[src/assert_macros.svh]
// assertion macros shared by the rtl
`ifndef ASSERT_MACROS_SVH
`define ASSERT_MACROS_SVH

// same-cycle implication, off while in reset
`define HRLT_ASSERT_NOW(label, clk, rst_n, ante, cons, msg) \
    label: assert property (@(posedge clk) disable iff (!rst_n) (ante) |-> (cons)) \
        else $error(msg);

// next-cycle implication, off while in reset
`define HRLT_ASSERT_NEXT(label, clk, rst_n, ante, cons, msg) \
    label: assert property (@(posedge clk) disable iff (!rst_n) (ante) |=> (cons)) \
        else $error(msg);

`endif

[src/hrlt_pkg.sv]
// types and constants of the hashed row lock table
package hrlt_pkg;

    localparam int ROW_W      = 64;
    localparam int COUNT_W    = 16;
    localparam int STATUS_W   = 2;
    localparam int DIGIT_W    = 8;
    localparam int DIGITS     = ROW_W / DIGIT_W;
    localparam int DIGIT_CW   = $clog2(DIGITS);

    typedef logic [ROW_W-1:0]    t_row;
    typedef logic [COUNT_W-1:0]  t_count;
    typedef logic [STATUS_W-1:0] t_status;

    localparam logic ACT_ACQUIRE = 1'b0;
    localparam logic ACT_RELEASE = 1'b1;

    localparam t_status ST_OK        = 2'd0;
    localparam t_status ST_FULL      = 2'd1;
    localparam t_status ST_OVERFLOW  = 2'd2;
    localparam t_status ST_NOT_FOUND = 2'd3;

    localparam t_count LIMIT_RESET = 16'hffff;

    typedef struct packed {
        logic   valid;
        t_row   row_id;
        t_count hold;
    } t_slot;

endpackage

[src/hrlt_mod.sv]
// home index unit: row id modulo table size, one byte per cycle
module hrlt_mod #(
    parameter int TABLE_SIZE = 16,
    localparam int HW = $clog2(TABLE_SIZE)
) (
    input  logic          i_clk,
    input  logic          i_rst_n,
    input  logic          i_start,
    input  hrlt_pkg::t_row i_value,
    output logic          o_done,
    output logic [HW-1:0] o_rem
);
    import hrlt_pkg::*;

    localparam int TW = HW + 1;
    localparam logic [TW-1:0] MODULUS = TW'(TABLE_SIZE);

    logic                r_busy;
    logic                r_done;
    logic [DIGIT_CW-1:0] r_cnt;
    t_row                r_val;
    logic [HW-1:0]       r_rem;
    logic [HW-1:0]       n_rem;
    logic [TW-1:0]       step;

    // restoring remainder over the bits of one byte
    always_comb begin
        n_rem = r_rem;
        step  = '0;
        for (int b = 0; b < DIGIT_W; b++) begin
            step = {n_rem, r_val[ROW_W-1-b]};
            if (step >= MODULUS) begin
                step = step - MODULUS;
            end
            n_rem = step[HW-1:0];
        end
    end

    always_ff @(posedge i_clk) begin
        if (!i_rst_n) begin
            r_busy <= 1'b0;
            r_done <= 1'b0;
            r_cnt  <= '0;
        end else begin
            r_done <= 1'b0;
            if (i_start) begin
                r_busy <= 1'b1;
                r_cnt  <= '0;
            end else if (r_busy) begin
                r_cnt <= r_cnt + 1'b1;
                if (r_cnt == DIGIT_CW'(DIGITS - 1)) begin
                    r_busy <= 1'b0;
                    r_done <= 1'b1;
                end
            end
        end
    end

    always_ff @(posedge i_clk) begin
        if (i_start) begin
            r_val <= i_value;
            r_rem <= '0;
        end else if (r_busy) begin
            r_val <= r_val << DIGIT_W;
            r_rem <= n_rem;
        end
    end

    assign o_done = r_done;
    assign o_rem  = r_rem;

endmodule

[config.mk]
export PLATFORM = sky130hd
export DESIGN_NAME = hrlt_mod
export DESIGN_NICKNAME = d
export VERILOG_FILES = /design/src/assert_macros.svh /design/src/hrlt_pkg.sv /design/src/hrlt_mod.sv
export SDC_FILE = /design/constraint.sdc
export NUM_CORES = 1
export LEC_CHECK = 0
export ABC_CLOCK_PERIOD_IN_PS = 1580
export BUFFER_PORTS_ARGS = -buffer_cell sky130_fd_sc_hd__buf_4
export CAP_MARGIN = 20
export CORE_ASPECT_RATIO = 1.4
export CORE_UTILIZATION = 40
export DETAILED_ROUTE_END_ITERATION = 8
export PLACE_DENSITY = 0.69
export SLEW_MARGIN = 10
export SYNTH_ARGS = -nofsm -noshare
export SYNTH_HDL_FRONTEND = slang
export SYNTH_SLANG_ARGS = --single-unit
[constraint.sdc]
create_clock -name i_clk -period 1.58 [get_ports i_clk]
set_input_delay 0.158 -clock i_clk [delete_from_list [all_inputs] [get_ports i_clk]]
set_output_delay 0.158 -clock i_clk [all_outputs]
set_load 0.005 [all_outputs]
# Word-level counts from Yosys, hierarchy flattened
# Index checks and enable logic that the tools add are counted.
# word_totals
regBits	73
input_bits	67
# op_classes
n_eq_ne	1
bitwise	2
order_cmp	8
n_reduce_logical	3
mux	14
add_sub_neg	9
# ops
op	n
2-to-1 mux 64 bit	2
>= comparator 5 bit (second input constant)	8
2-to-1 mux 4 bit	8
subtractor 4 x 1 -> 4 bit (second input constant)	8
2-to-1 mux 1 bit	4
adder 3 x 1 -> 3 bit (second input constant)	1
== test 3 bit (second input constant)	1
OR reduction 3 bit	1
NOT 1 bit	2
nonzero test 2 bit	1
OR reduction 2 bit	1

# Depth between registers and ports, before layout
# depth
ltp_word	16
depth_mapped	4

# Worst setup path before layout
# No wires, ideal clock.
# synth_path
kind	reg-to-reg
start	reg r_busy
end	reg r_val[0] (enable)
stages_incl_launch_ff	3
required_ps	1205
period_less_slack_ps	1376
setup_time_ps	375
arrival_ps	1002
setup_slack_ps	204
cell_sequence	dfxtp_1 -> buf_2 -> or2_2
# synth_between
elab_chain_cells	1
# synth_lines
item	line_no	source
start: declaration	hrlt_mod.sv:18	logic r_busy;
start signal: assignment	hrlt_mod.sv:41	r_busy <= 1'b0;
start signal: assignment	hrlt_mod.sv:47	r_busy <= 1'b1;
start signal: assignment	hrlt_mod.sv:52	r_busy <= 1'b0;
nonzero test 2 bit (no line)	n/a	
end signal: assignment	hrlt_mod.sv:61	r_val <= i_value;
end signal: assignment	hrlt_mod.sv:64	r_val <= r_val << DIGIT_W;
end: declaration	hrlt_mod.sv:21	t_row r_val;
# No other way between the ends.
# A chain may end at the register's enable or synchronous reset.

# Worst setup path after layout
# layout_path
start	reg r_busy
end	reg r_val[43] (enable)
# The elaborated chain is that of the path after synthesis.

==> results by group <==
STA
  – RSZ-0062 raised after global routing: no
  – Max-Slew Margin vs Limit: 0.4991
  – Hold_ws: 0.1015 ns
  – FMAX: 759.5 MHz
  – Final Critical Period: 1.317 ns
  – Setup_tns: 0 ns
  – Final Hold Viols: 0
  – Worst Tran Pin Value: 0.7514 ns
  – Clk_skew: 0.004781 ns
  – Final count of negative-setup-slack endpoints: 0
  – Final Max Slew Viols: 0
  – Tcrit/Tclk final: 0.8333

Floorplanning
  – Die area: 4558 um2
  – Floorplan row count: 27
  – Die Ht: between 70 and 80 um
  – Ports: 72
  – Core area: 4020 um2
  – Initial Util: 0.4267
  – Die X: 57.35 um

Worst setup path
  – Reg2reg start: r_busy
  – Worst-path cell chain: or2_2
  – FF-to-FF setup slack: 0.26 ns
  – Startpoint Class: flop
  – Worst EP required: roughly 1.5 ns
  – Critical path endpoint category: flop
  – Slowest stage delay, CP: approximately 0.60 ns
  – Worst Setup EP: r_val[43]
  – Critical path depth in cells: 1
  – CP top delay family: simple AND/OR/NAND/NOR gates
  – Crit-path max FO: 32
  – RR Endpoint: r_val[43]
  – WP buf/inv: 0
  – WP data arrival: 1.23 ns
  – Setup crit start: r_busy
  – Setup CP Type: reg2reg
  – Crit path max-delay cell type: or2_2
  – Worst reg-to-reg path cell count: 1

GRT
  – Initial antenna violation count: 0
  – Global-route wire length before repair: a little over 4000 um
  – All-Layer GR Usage: 0.1250
  – Total congestion overflow: 0
  – Number of global-route vias before repair: 948
  – Largest net degree at the start of global routing: 33

CTS
  – Clk slew on worst S/H paths: roughly 0.070 ns
  – Clk_lat worst skew: 0.28 ns
  – Max H-tree Level: 2
  – Sink Count: 41
  – Max Root-Sink Buffers: 2
  – CTS Hold Bufs: 0
  – Clock Tree Root: clkbuf_8
  – CTS tree: done
  – Post-CTS Repair Setup Buffers: 0
  – Cts repair resizes: 0
  – CTS buffer count: 5

Logic synthesis
  – Register area share after synthesis: 0.6652
  – Synth top area cells: edfxtp_1 (56%), mux2_2 (12%), dfxtp_1 (11%), mux2_4 (8.8%), mux2i_1 (3.5%)
  – Syn nets: between 150 and 200
  – Avg Cell Area, Syn: around 17 um2
  – Synthesized area: 1715 um2
  – Synth unique cells: 19
  – Synth top area share: 0.5602
  – Synthesized flop and latch total: 41
  – Yosys warnings: 0
  – Yosys top cell by area: edfxtp_1
  – Post-Synthesis Cells: 100

Route
  – Residual DRC: 4
  – Final ANT Viol Nets: 0
  – Avg WL per Cell: approximately 14 um
  – First DRT Iteration DRCs: a little over 70
  – Vias: approximately 920
  – Routed Wire Length: 2586 um
  – DRT Pass-1 Iters: 8
  – Via/cell ratio: 4.883

Final layout
  – Area growth syn-to-layout: 23.71%
  – Final core utilization: 0.5279
  – Multi-input gate area: 531.8 um2
  – Diodes inserted: 0
  – Fillers: between 300 and 400
  – Layout cell share with drive strength beyond 1: 0.5241
  – Register Area: 1141 um2
  – Final net count: 213

Placement
  – Placer Congestion: 0.6592
  – IO Port Bufs: 39
  – Post-DP HPWL: about 1800 um

Pwr
  – IR drop worst, VDD: 533.8 uV
  – PwrDens: 1036 nW/um2
  – Leak: 0.8788 nW

Job
  – Max-cap violations: 0

Outcome
  – Failing checks: DRC
  – Run status: finished with violations

Min path
  – Min-delay worst type: in2reg
how the worst min path moves through the flow:
stage               slack (ns)  depth (start not counted)     from      to
CTS                       0.09                          2  i_rst_n  r_busy
global route              0.09                          2  i_rst_n  r_busy
global placement          0.38                          2  i_rst_n  r_busy
detailed placement        0.39                          2  i_rst_n  r_busy
floorplan                 0.28                          1  i_rst_n  r_busy
finish                    0.10                          2  i_rst_n  r_busy
cell usage after synthesis:
cell,instances
mux2i_1,6
buf_8,1
ha_1,2
nor2_1,8
and2_1,4
nand2b_1,1
buf_4,1
dfxtp_1,9
buf_6,1
or2_2,1
nor2b_1,1
buf_2,1
xnor2_1,1
mux2_2,18
mux2_4,10
clkbuf_1,1
o21a_1,1
edfxtp_1,32
nand2_1,1
flip-flops by register name (all words and copies together) (netlist names):
register  flops
r_busy        1
o_rem         4
o_done        1
r_cnt         3
r_val        32
cell families (layout without fill, tap and decap cells):
family	Yosys count	count (layout)	share of synthesized area
DFF	41	41	0.6652
muxes	34	34	0.2407
and+or+nand+nor	16	16	0.04523
buffers and inverters	5	50	0.02479
adders and majority gates	2	2	0.01459
AOI/OAI and AO/OA	1	1	0.004378
xor gates and xnor gates	1	1	0.005107
layer usage:
| layer | vias to the layer above | share of wire | track usage |
|---|---|---|---|
| li1 | 452 | - | - |
| met1 | 426 | 0.41 | 0.1350 |
| met2 | 36 | 0.51 | 0.2070 |
| met3 | 4 | 0.067 | 0.05511 |
| met4 | 0 | 0.013 | 0.05854 |
| met5 | - | 0 | 0 |
report_power, final:
part / switching, mW / internal [mW]
Combinational: 0.0872 / 0.161
Sequential: 0.0266 / 1.28
Clock: 0.331 / 0.314
stage by stage:
step | worst slack [ns] | power (mW) | cell area, um2 | instances
floorplan | 0.2036 | 1.478 | 1715 | 100
global placement | 0.2688 | 1.569 | 2042 | 180
detailed placement | 0.2391 | 1.584 | 2042 | 180
CTS | 0.2226 | 2.225 | 2122 | 188
global route | 0.1903 | 2.294 | 2122 | 188
finish | 0.2633 | 2.199 | 2122 | 188
layout by cell type, fill, tap and decap left out:
master and count:
ha_1 2, mux2_2 18, o21a_1 1, or2_2 1, nand2_1 1, mux2i_1 6, buf_4 42, nand2b_1 1
nor2b_1 1, xnor2_1 1, clkbuf_8 5, dfxtp_1 9, mux2_4 10, edfxtp_1 32, clkbuf_1 3, nor2_1 8
and2_1 4
area by class of cell:
class,instances,share of cell area
Sequential cell,41,0.5377
Multi-Input combinational cell,54,0.2506
Timing Repair Buffer,42,0.1486
Clock buffer,8,0.03774
Tap cell,43,0.02535
(Power assumes the default switching activity.)
